### config.mk
export PLATFORM = sky130hd
export DESIGN_NAME = radio_link_pairing_controller_top_flat
export DESIGN_NICKNAME = d
export VERILOG_FILES = /design/src/rtl/rlpc_pkg.sv /design/src/rtl/rlpc_item_if.sv /design/src/rtl/rlpc_result_if.sv /design/src/rtl/rlpc_decide.sv /design/src/rtl/radio_link_pairing_controller_top.sv /design/src/flat_wrapper.sv
export SDC_FILE = /design/constraint.sdc
export NUM_CORES = 1
export LEC_CHECK = 0
export BUFFER_PORTS_ARGS = -buffer_cell sky130_fd_sc_hd__buf_4
export CORE_MARGIN = 2
export CORE_UTILIZATION = 45
export CTS_CLUSTER_SIZE = 30
export DETAILED_ROUTE_END_ITERATION = 8
export PLACE_DENSITY = 0.68
export SLEW_MARGIN = 25
export SYNTH_ARGS = -nofsm -noshare
export SYNTH_HDL_FRONTEND = slang
export SYNTH_SLANG_ARGS = --single-unit
### constraint.sdc
create_clock -name clk -period 5.39 [get_ports clk]
set_input_delay 0.2695 -clock clk [delete_from_list [all_inputs] [get_ports clk]]
set_output_delay 0.2695 -clock clk [all_outputs]
set_load 0.05 [all_outputs]
### src/rtl/rlpc_pkg.sv
package rlpc_pkg;

	// register indexes of the configuration port
	typedef enum logic [0:0] {
		CFG_OWN_ADDRESS     = 1'b0,
		CFG_INITIAL_PARTNER = 1'b1
	} cfg_index_t;

	typedef enum logic [1:0] {
		ACT_FRAME     = 2'd0,
		ACT_REJECT_TO = 2'd1,
		ACT_LINK_TO   = 2'd2,
		ACT_POPPED    = 2'd3
	} action_t;

	typedef enum logic [1:0] {
		MOTOR_NONE     = 2'd0,
		MOTOR_STARTUP  = 2'd1,
		MOTOR_SHUTDOWN = 2'd2
	} motor_cmd_t;

	typedef enum logic [1:0] {
		LINK_NONE    = 2'd0,
		LINK_RESTART = 2'd1,
		LINK_STOP    = 2'd2
	} link_cmd_t;

	localparam logic [7:0]  API_TX_STATUS    = 8'h89;
	localparam logic [7:0]  RX_OPT_BROADCAST = 8'h06;
	localparam logic [7:0]  HDR_PAIR_ACK     = 8'h02;
	localparam logic [7:0]  HDR_STATUS       = 8'h04;
	localparam logic [7:0]  PAY_ACK          = 8'h01;
	localparam logic [7:0]  PAY_NORMAL       = 8'h00;
	localparam logic [7:0]  PAY_POPPED       = 8'h01;
	localparam logic [7:0]  FRAME_API_TX     = 8'h01;
	localparam logic [7:0]  FRAME_ID         = 8'h52;
	localparam logic [7:0]  FRAME_OPTIONS    = 8'h00;
	localparam logic [7:0]  RESET_OWN_ADDR   = 8'h0C;
	localparam logic [15:0] RESET_PARTNER    = 16'h218D;

	localparam int CMD_POP_BIT    = 0;
	localparam int CMD_UNPAIR_BIT = 7;

	typedef struct packed {
		logic [1:0]  action;
		logic [7:0]  api_id;
		logic [15:0] source_addr;
		logic [7:0]  rx_opts;
		logic [7:0]  pair_target;
		logic [7:0]  command_bits;
	} item_t;

	typedef struct packed {
		logic        send_frame;
		logic [7:0]  frame_header;
		logic [7:0]  frame_payload;
		logic [15:0] dest_addr;
		logic [7:0]  frame_checksum;
		logic        motor_new_data;
		logic [1:0]  motor_cmd;
		logic        pop_request;
		logic        popper_shutdown;
		logic [1:0]  link_timer_cmd;
		logic        reject_timer_start;
		logic        paired;
	} result_t;

	typedef struct packed {
		logic        paired_mode;
		logic [15:0] partner_addr;
		logic [15:0] rejected_addr;
	} link_state_t;

	// 0xff minus low byte of the sum of reply bytes 3 to 9
	function automatic logic [7:0] frame_sum(input logic [15:0] dest,
			input logic [7:0] header, input logic [7:0] payload);
		logic [7:0] s;
		s = FRAME_API_TX + FRAME_ID + dest[15:8] + dest[7:0] + FRAME_OPTIONS
			+ header + payload;
		return ~s;
	endfunction

endpackage

### src/rtl/rlpc_item_if.sv
interface rlpc_item_if;
	logic        valid;
	logic        ready;
	logic [1:0]  action;
	logic [7:0]  api_id;
	logic [15:0] source_addr;
	logic [7:0]  rx_opts;
	logic [7:0]  pair_target;
	logic [7:0]  command_bits;

	modport source (output valid, action, api_id, source_addr, rx_opts,
		pair_target, command_bits, input ready);
	modport sink (input valid, action, api_id, source_addr, rx_opts,
		pair_target, command_bits, output ready);
endinterface

### src/rtl/rlpc_result_if.sv
interface rlpc_result_if;
	logic        valid;
	logic        ready;
	logic        send_frame;
	logic [7:0]  frame_header;
	logic [7:0]  frame_payload;
	logic [15:0] dest_addr;
	logic [7:0]  frame_checksum;
	logic        motor_new_data;
	logic [1:0]  motor_cmd;
	logic        pop_request;
	logic        popper_shutdown;
	logic [1:0]  link_timer_cmd;
	logic        reject_timer_start;
	logic        paired;

	modport source (output valid, send_frame, frame_header, frame_payload, dest_addr,
		frame_checksum, motor_new_data, motor_cmd, pop_request, popper_shutdown,
		link_timer_cmd, reject_timer_start, paired, input ready);
	modport sink (input valid, send_frame, frame_header, frame_payload, dest_addr,
		frame_checksum, motor_new_data, motor_cmd, pop_request, popper_shutdown,
		link_timer_cmd, reject_timer_start, paired, output ready);
endinterface

### src/rtl/rlpc_decide.sv
module rlpc_decide (
	input  rlpc_pkg::item_t       item,
	input  logic [7:0]            own_addr,
	input  rlpc_pkg::link_state_t cur,
	output rlpc_pkg::result_t     res,
	output rlpc_pkg::link_state_t nxt
);

	logic       not_status;
	logic       bcast;
	logic [7:0] hdr;
	logic [7:0] pay;

	assign not_status = (item.api_id != rlpc_pkg::API_TX_STATUS);
	assign bcast      = (item.rx_opts == rlpc_pkg::RX_OPT_BROADCAST);

	always_comb begin
		res = '0;
		nxt = cur;
		hdr = rlpc_pkg::HDR_STATUS;
		pay = rlpc_pkg::PAY_NORMAL;
		if (item.action == rlpc_pkg::ACT_REJECT_TO) begin
			nxt.rejected_addr = '0;
		end else if (!cur.paired_mode) begin
			if (item.action == rlpc_pkg::ACT_FRAME && not_status && bcast
					&& item.pair_target == own_addr
					&& item.source_addr != cur.rejected_addr) begin
				hdr              = rlpc_pkg::HDR_PAIR_ACK;
				pay              = rlpc_pkg::PAY_ACK;
				nxt.partner_addr = item.source_addr;
				nxt.paired_mode  = 1'b1;
				res.send_frame   = 1'b1;
				res.motor_cmd    = rlpc_pkg::MOTOR_STARTUP;
				res.link_timer_cmd = rlpc_pkg::LINK_RESTART;
			end
		end else begin
			case (item.action)
				rlpc_pkg::ACT_FRAME: begin
					if (not_status && !bcast && item.source_addr == cur.partner_addr) begin
						res.send_frame     = 1'b1;
						res.motor_new_data = 1'b1;
						res.pop_request    = item.command_bits[rlpc_pkg::CMD_POP_BIT];
						res.link_timer_cmd = rlpc_pkg::LINK_RESTART;
						if (item.command_bits[rlpc_pkg::CMD_UNPAIR_BIT]) begin
							nxt.paired_mode     = 1'b0;
							res.link_timer_cmd  = rlpc_pkg::LINK_STOP;
							res.motor_cmd       = rlpc_pkg::MOTOR_SHUTDOWN;
							res.popper_shutdown = 1'b1;
						end
					end
				end
				rlpc_pkg::ACT_LINK_TO: begin
					nxt.paired_mode = 1'b0;
					res.motor_cmd   = rlpc_pkg::MOTOR_SHUTDOWN;
				end
				default: begin
					// balloon popped: final status, then reject this partner
					pay                    = rlpc_pkg::PAY_POPPED;
					res.send_frame         = 1'b1;
					nxt.paired_mode        = 1'b0;
					nxt.rejected_addr      = cur.partner_addr;
					res.motor_cmd          = rlpc_pkg::MOTOR_SHUTDOWN;
					res.reject_timer_start = 1'b1;
				end
			endcase
		end
		if (res.send_frame) begin
			res.frame_header   = hdr;
			res.frame_payload  = pay;
			res.dest_addr      = nxt.partner_addr;
			res.frame_checksum = rlpc_pkg::frame_sum(nxt.partner_addr, hdr, pay);
		end
		res.paired = nxt.paired_mode;
	end

endmodule

### src/rtl/radio_link_pairing_controller_top.sv
// radio link pairing controller
//
// item channel: one event per request (frame received, reject timeout, link
// timeout, balloon popped) with the received frame's header fields
// reply channel: one request per event carrying the reply frame (header,
// payload, destination, checksum) and the command flags for motor, popper and
// timers, plus the mode after the event
// config port: cfg_we with cfg_index 0 writes own address, 1 writes the
// initial partner address and loads it as current partner
//
// the reply shows valid once the event moves from the input register into the
// reply register, so the reply handshake comes after the item handshake
// throughput is one event per cycle while replies are taken: an input
// register holds the event, the mode/partner decision and the byte-sum
// checksum are combinational, and the reply register takes the result while
// the next event is accepted; a stalled reply holds in the reply register;
// the input register then fills and item.ready drops until the reply is taken
// reset: unpaired, partner 0x218d, no rejected address, own address 0x0c,
// both stages empty
module radio_link_pairing_controller_top (
	input  logic                  clk,
	input  logic                  arst_n,
	input  logic                  cfg_we,
	input  logic [0:0]            cfg_index,
	input  logic [15:0]           cfg_wdata,
	rlpc_item_if.sink             item,
	rlpc_result_if.source         reply
);

	// configuration and link state
	logic [7:0]            own_addr_q;
	rlpc_pkg::link_state_t state_q;

	// input stage
	logic                  valid_s1;
	rlpc_pkg::item_t       item_s1;

	// reply stage
	logic                  valid_q;
	rlpc_pkg::result_t     res_q;

	rlpc_pkg::item_t       item_in;
	rlpc_pkg::result_t     res_d;
	rlpc_pkg::link_state_t state_d;
	logic                  advance;

	assign item_in.action       = item.action;
	assign item_in.api_id       = item.api_id;
	assign item_in.source_addr  = item.source_addr;
	assign item_in.rx_opts      = item.rx_opts;
	assign item_in.pair_target  = item.pair_target;
	assign item_in.command_bits = item.command_bits;

	assign advance    = valid_s1 && (!valid_q || reply.ready);
	assign item.ready = !valid_s1 || advance;

	rlpc_decide u_decide (
		.item     (item_s1),
		.own_addr (own_addr_q),
		.cur      (state_q),
		.res      (res_d),
		.nxt      (state_d)
	);

	always_ff @(posedge clk or negedge arst_n) begin
		if (!arst_n) begin
			valid_s1 <= 1'b0;
		end else if (item.ready) begin
			valid_s1 <= item.valid;
		end
	end

	always_ff @(posedge clk) begin
		if (item.ready && item.valid) begin
			item_s1 <= item_in;
		end
	end

	always_ff @(posedge clk or negedge arst_n) begin
		if (!arst_n) begin
			valid_q <= 1'b0;
		end else if (advance) begin
			valid_q <= 1'b1;
		end else if (reply.ready) begin
			valid_q <= 1'b0;
		end
	end

	always_ff @(posedge clk) begin
		if (advance) begin
			res_q <= res_d;
		end
	end

	// state moves per decided event; user writes config only when idle, unchecked
	always_ff @(posedge clk or negedge arst_n) begin
		if (!arst_n) begin
			own_addr_q            <= rlpc_pkg::RESET_OWN_ADDR;
			state_q.paired_mode   <= 1'b0;
			state_q.partner_addr  <= rlpc_pkg::RESET_PARTNER;
			state_q.rejected_addr <= '0;
		end else if (advance) begin
			state_q <= state_d;
		end else if (cfg_we) begin
			case (rlpc_pkg::cfg_index_t'(cfg_index))
				rlpc_pkg::CFG_OWN_ADDRESS: begin
					own_addr_q <= cfg_wdata[7:0];
				end
				rlpc_pkg::CFG_INITIAL_PARTNER: begin
					state_q.partner_addr <= cfg_wdata;
				end
				default: begin
					own_addr_q <= own_addr_q;
				end
			endcase
		end
	end

	assign reply.valid              = valid_q;
	assign reply.send_frame         = res_q.send_frame;
	assign reply.frame_header       = res_q.frame_header;
	assign reply.frame_payload      = res_q.frame_payload;
	assign reply.dest_addr          = res_q.dest_addr;
	assign reply.frame_checksum     = res_q.frame_checksum;
	assign reply.motor_new_data     = res_q.motor_new_data;
	assign reply.motor_cmd          = res_q.motor_cmd;
	assign reply.pop_request        = res_q.pop_request;
	assign reply.popper_shutdown    = res_q.popper_shutdown;
	assign reply.link_timer_cmd     = res_q.link_timer_cmd;
	assign reply.reject_timer_start = res_q.reject_timer_start;
	assign reply.paired             = res_q.paired;

endmodule

### src/flat_wrapper.sv
// flat-port wrapper written by rule: the top's interface ports become plain ports
module radio_link_pairing_controller_top_flat 
  (clk, arst_n, cfg_we, cfg_index, cfg_wdata, item_valid, item_action, item_api_id, item_source_addr, item_rx_opts, item_pair_target, item_command_bits, item_ready, reply_valid, reply_send_frame, reply_frame_header, reply_frame_payload, reply_dest_addr, reply_frame_checksum, reply_motor_new_data, reply_motor_cmd, reply_pop_request, reply_popper_shutdown, reply_link_timer_cmd, reply_reject_timer_start, reply_paired, reply_ready);
  rlpc_item_if item_i ();
  rlpc_result_if reply_i ();
  input  logic clk;
  input  logic arst_n;
  input  logic cfg_we;
  input  logic [0:0] cfg_index;
  input  logic [15:0] cfg_wdata;
  input wire logic [$bits(item_i.valid)-1:0] item_valid;
  input wire logic [$bits(item_i.action)-1:0] item_action;
  input wire logic [$bits(item_i.api_id)-1:0] item_api_id;
  input wire logic [$bits(item_i.source_addr)-1:0] item_source_addr;
  input wire logic [$bits(item_i.rx_opts)-1:0] item_rx_opts;
  input wire logic [$bits(item_i.pair_target)-1:0] item_pair_target;
  input wire logic [$bits(item_i.command_bits)-1:0] item_command_bits;
  output wire logic [$bits(item_i.ready)-1:0] item_ready;
  output wire logic [$bits(reply_i.valid)-1:0] reply_valid;
  output wire logic [$bits(reply_i.send_frame)-1:0] reply_send_frame;
  output wire logic [$bits(reply_i.frame_header)-1:0] reply_frame_header;
  output wire logic [$bits(reply_i.frame_payload)-1:0] reply_frame_payload;
  output wire logic [$bits(reply_i.dest_addr)-1:0] reply_dest_addr;
  output wire logic [$bits(reply_i.frame_checksum)-1:0] reply_frame_checksum;
  output wire logic [$bits(reply_i.motor_new_data)-1:0] reply_motor_new_data;
  output wire logic [$bits(reply_i.motor_cmd)-1:0] reply_motor_cmd;
  output wire logic [$bits(reply_i.pop_request)-1:0] reply_pop_request;
  output wire logic [$bits(reply_i.popper_shutdown)-1:0] reply_popper_shutdown;
  output wire logic [$bits(reply_i.link_timer_cmd)-1:0] reply_link_timer_cmd;
  output wire logic [$bits(reply_i.reject_timer_start)-1:0] reply_reject_timer_start;
  output wire logic [$bits(reply_i.paired)-1:0] reply_paired;
  input wire logic [$bits(reply_i.ready)-1:0] reply_ready;
  assign item_i.valid = item_valid;
  assign item_i.action = item_action;
  assign item_i.api_id = item_api_id;
  assign item_i.source_addr = item_source_addr;
  assign item_i.rx_opts = item_rx_opts;
  assign item_i.pair_target = item_pair_target;
  assign item_i.command_bits = item_command_bits;
  assign item_ready = item_i.ready;
  assign reply_valid = reply_i.valid;
  assign reply_send_frame = reply_i.send_frame;
  assign reply_frame_header = reply_i.frame_header;
  assign reply_frame_payload = reply_i.frame_payload;
  assign reply_dest_addr = reply_i.dest_addr;
  assign reply_frame_checksum = reply_i.frame_checksum;
  assign reply_motor_new_data = reply_i.motor_new_data;
  assign reply_motor_cmd = reply_i.motor_cmd;
  assign reply_pop_request = reply_i.pop_request;
  assign reply_popper_shutdown = reply_i.popper_shutdown;
  assign reply_link_timer_cmd = reply_i.link_timer_cmd;
  assign reply_reject_timer_start = reply_i.reject_timer_start;
  assign reply_paired = reply_i.paired;
  assign reply_i.ready = reply_ready;
  radio_link_pairing_controller_top u_core (.clk(clk), .arst_n(arst_n), .cfg_we(cfg_we), .cfg_index(cfg_index), .cfg_wdata(cfg_wdata), .item(item_i), .reply(reply_i));
endmodule
==> results.toml <==
[global_routing]
use_met2_pct = 29.0
grt_max_degree = 45
overflow = 0
grt_usage_pct = 19.3
top_usage_layer = "met2"
use_met3_pct = 4.69
grt_pass1_vias = 3699
grt_pass1_wl_um = 19300
met1_usage_pct = 26.8
grt_antenna_before_repair = 0

[synthesis]
synthXorXnorAreaFrac_pct = 7.45
syn-mean-instance-area_um2 = 13.6
yosysTopAreaCellShare_pct = 41.7
synth_top_family_by_area = "compound AO/OA/AOI/OAI gates"
ys_top_cells_by_area = "edfxtp_1, dfrtp_1, xnor2_1"
synth-simple-area-share_pct = 8.84
synth_top_cell_by_area = "edfxtp_1"
syn_inst = 425
yosys.area_share.adder_pct = 4.95
synth_mux_area_share_pct = 2.78
syn_area_um2 = 5760
synth.distinct_cells = 49
yosysWarnings = 0
synth-seq-cells = 123
ys_seq_area_share_pct = 60.5
synth_compound_area_share_pct = 10.8

[worst_setup_path]
cp_top_family = "simple AND/OR/NAND/NOR gates"
cp_num_cells = 18
arrival_ns = 4.82
cp_slowest_cell = "or4_1"
required_ns = 5.55
slowest_delay_ns = 0.65
startpoint_type = "flop"
worst_r2r_path_depth = 18
crit_chain = "xnor2_1 -> nand4_1 -> nor4_2 -> buf_4 -> or4_1 -> buf_4 -> mux2i_1 -> fa_1 -> inv_1 -> ha_1 -> inv_1 -> fa_1 -> nand2b_1 -> a21oi_1 -> o21ai_0 -> nand2b_1 -> xnor2_1 -> a22o_1"
crit_fanout = 11
reg2reg_from = "u_core.item_s1[34]"
crit_type = "reg2reg"
cp-end-kind = "flop"
path_buf_inv = 4
crit_start = "u_core.item_s1[34]"

[cts]
cts_tree = "done"
root_buffer = "clkbuf_16"
h-tree-depth = 4
cts_made_buffers = 17
post_cts_buffers = 0
clockBufferDepth = 2
insertion_delay_ns = 0.41
cts_sinks = 123
clk_pin_slew_worst_paths_ns = 0.06
holdBufCountCts = 1
ctsResizeCount = 0

[die]
die_x_um = 117
core_region_area_um2 = 12600
start_util_pct = 45.9
rows = 41
die_h_um = 117
io_pins = 124
die_area_um2 = 13700

[layout]
area_growth_pct = 26.8
nets = 628
layout-drive-gt1-share_pct = 29.4
fin_util_pct = 58.1
antenna-diode-count = 0

[sta]
hold_violations = 0
grt_setup_unrepaired = "no"
finalSetupTns_ns = 0
min_period_ns = 4.66
fmax_mhz = 214
skew_ns = 0.0129
slew_violations = 0
finalWorstSetupSlack_ns = 0.726
slew_headroom_pct = 50.6
worst_pin_slew_ns = 0.739
min_period_over_period_pct = 86.5
setup_viol = 0

[placement]
preCtsSetupSlack_ns = 0.749
port_buffers = 104
place.gp.congestion = 0.826
hpwl_um = 8750

[power]
p_comb_share_pct = 19.0
pwr-share-seq_pct = 39.7
cellPowerDensity_nw_per_um2 = 409
ir_worst_vdd_mv = 0.215
switching_share_pct = 27.3
switching_power_w = 0.000814
p_leak_nw = 3.05
p_int_w = 0.00217
power.share.clock_pct = 41.4

[routing]
drc = 0
wl_per_cell_um = 17.1
wl_um = 12300
first_iter_violations = 161
vias_per_cell = 5.16
vias = 3716
drt_first_pass_iters = 4
ant_nets = 0

[worst_hold_path]
holdPathStages = 1
min_from = "item_rx_opts[7]"
hold_class = "in2reg"

[run]
maxCapViolations = 0

[outcome]
status = "complete, no violations"
[sequential cells by signal, summed over array words and instances (netlist names)]
name	count
u_core.reply.motor_new_data	1
u_core.reply.frame_header	2
u_core.reply.popper_shutdown	1
u_core.state_q	33
u_core.reply.frame_payload	1
u_core.reply.frame_checksum	8
u_core.reply.send_frame	1
u_core.reply.pop_request	1
u_core.valid_s1	1
u_core.reply.paired	1
u_core.own_addr_q	8
u_core.reply.valid	1
u_core.reply.dest_addr	16
u_core.reply.motor_cmd	2
u_core.item_s1	44
u_core.reply.reject_timer_start	1
u_core.reply.link_timer_cmd	1
[power groups by stage]
stage	sequential (W)	clock [W]	combinational, W
after floorplan	0.00123	0	0.000370
after CTS	0.00118	0.00126	0.000574
final	0.00119	0.00124	0.000566
after global placement	0.00120	0	0.000553
after detailed placement	0.00120	0	0.000567
after global routing	0.00119	0.00130	0.000638
[cells in the final DEF, fill, tap and decap left out, types with 9 or more instances in the layout]
cell       count
a22o_1        32
buf_4        109
clkbuf_16     17
conb_1        13
dfrtp_1       35
edfxtp_1      80
ha_1          18
inv_1         19
nand2_1       29
nand4_1       10
nor2_1        11
o21a_1        15
o22a_1        15
xnor2_1       40
xor2_1         9
[cells in the mapped netlist (all sizes together)]
library cell / count
and3: 2
dfrtp: 35
a41oi: 1
nor3: 7
and2: 3
clkbuf: 11
nor2b: 2
nand4: 10
nor4b: 2
o32a: 1
nor2: 11
or4: 2
a21oi: 5
o221ai: 1
o22a: 15
xor2: 9
edfxtp: 80
dfstp: 8
nand3b: 2
nor4: 2
nand2: 30
and4: 1
nand2b: 8
inv: 19
o21bai: 1
nand3: 2
ha: 18
a22o: 32
o21a: 15
mux2: 8
o21ai: 4
and4b: 1
mux2i: 7
fa: 3
nand4b: 2
a41o: 1
buf: 20
xnor2: 40
nor3b: 1
conb: 1
a21o: 1
nor4bb: 1
[path summary, 6_finish.rpt]
kind,endpoint,slack [ns]
worst max register to register,u_core.reply.frame_checksum[7],0.73
min in group asynchronous,u_core.state_q[30],0.40
worst max-delay path,u_core.reply.frame_checksum[7],0.73
worst min-delay path,u_core.item_s1[23],0.03
max in group asynchronous,u_core.own_addr_q[2],4.61
worst min register to register,u_core.state_q[7],0.52
[cells by family after synthesis]
family / Yosys count
AND/OR/NAND/NOR: 89
other: 1
flip-flops: 123
multiplexers: 15
XOR/XNOR: 49
buffers and inverters: 50
adder cells (fa/ha/maj): 21
AO/OA/AOI/OAI: 77
[final cells by class]
cell class	instances	area, um^2
flip-flops and latches	123	3490
repair buffers	110	828
clock inverters	15	220
clock buffers	17	425
well taps	172	215
fillers	1032	5260
inverters	19	71.3
multi-input cells	264	2060
[routing by layer]
layer / up-vias / wire, um
met2: 143 / 5630
met5: - / 0
met1: 1794 / 5680
met4: 0 / 266
met3: 18 / 717
li1: 1761 / -
[stage by stage]
step                      cell area, um^2  std cells  hold WS (ns)  power, W
after floorplan                      5810        437       -0.0261   0.00160
after global placement               6650        687         0.294   0.00175
after detailed placement             6650        687         0.299   0.00177
after CTS                            7300        720        0.0175   0.00301
after global routing                 7310        720       0.00959   0.00314
final                                7310        720        0.0284   0.00299
Note: power is estimated with default switching activity, not from simulation.
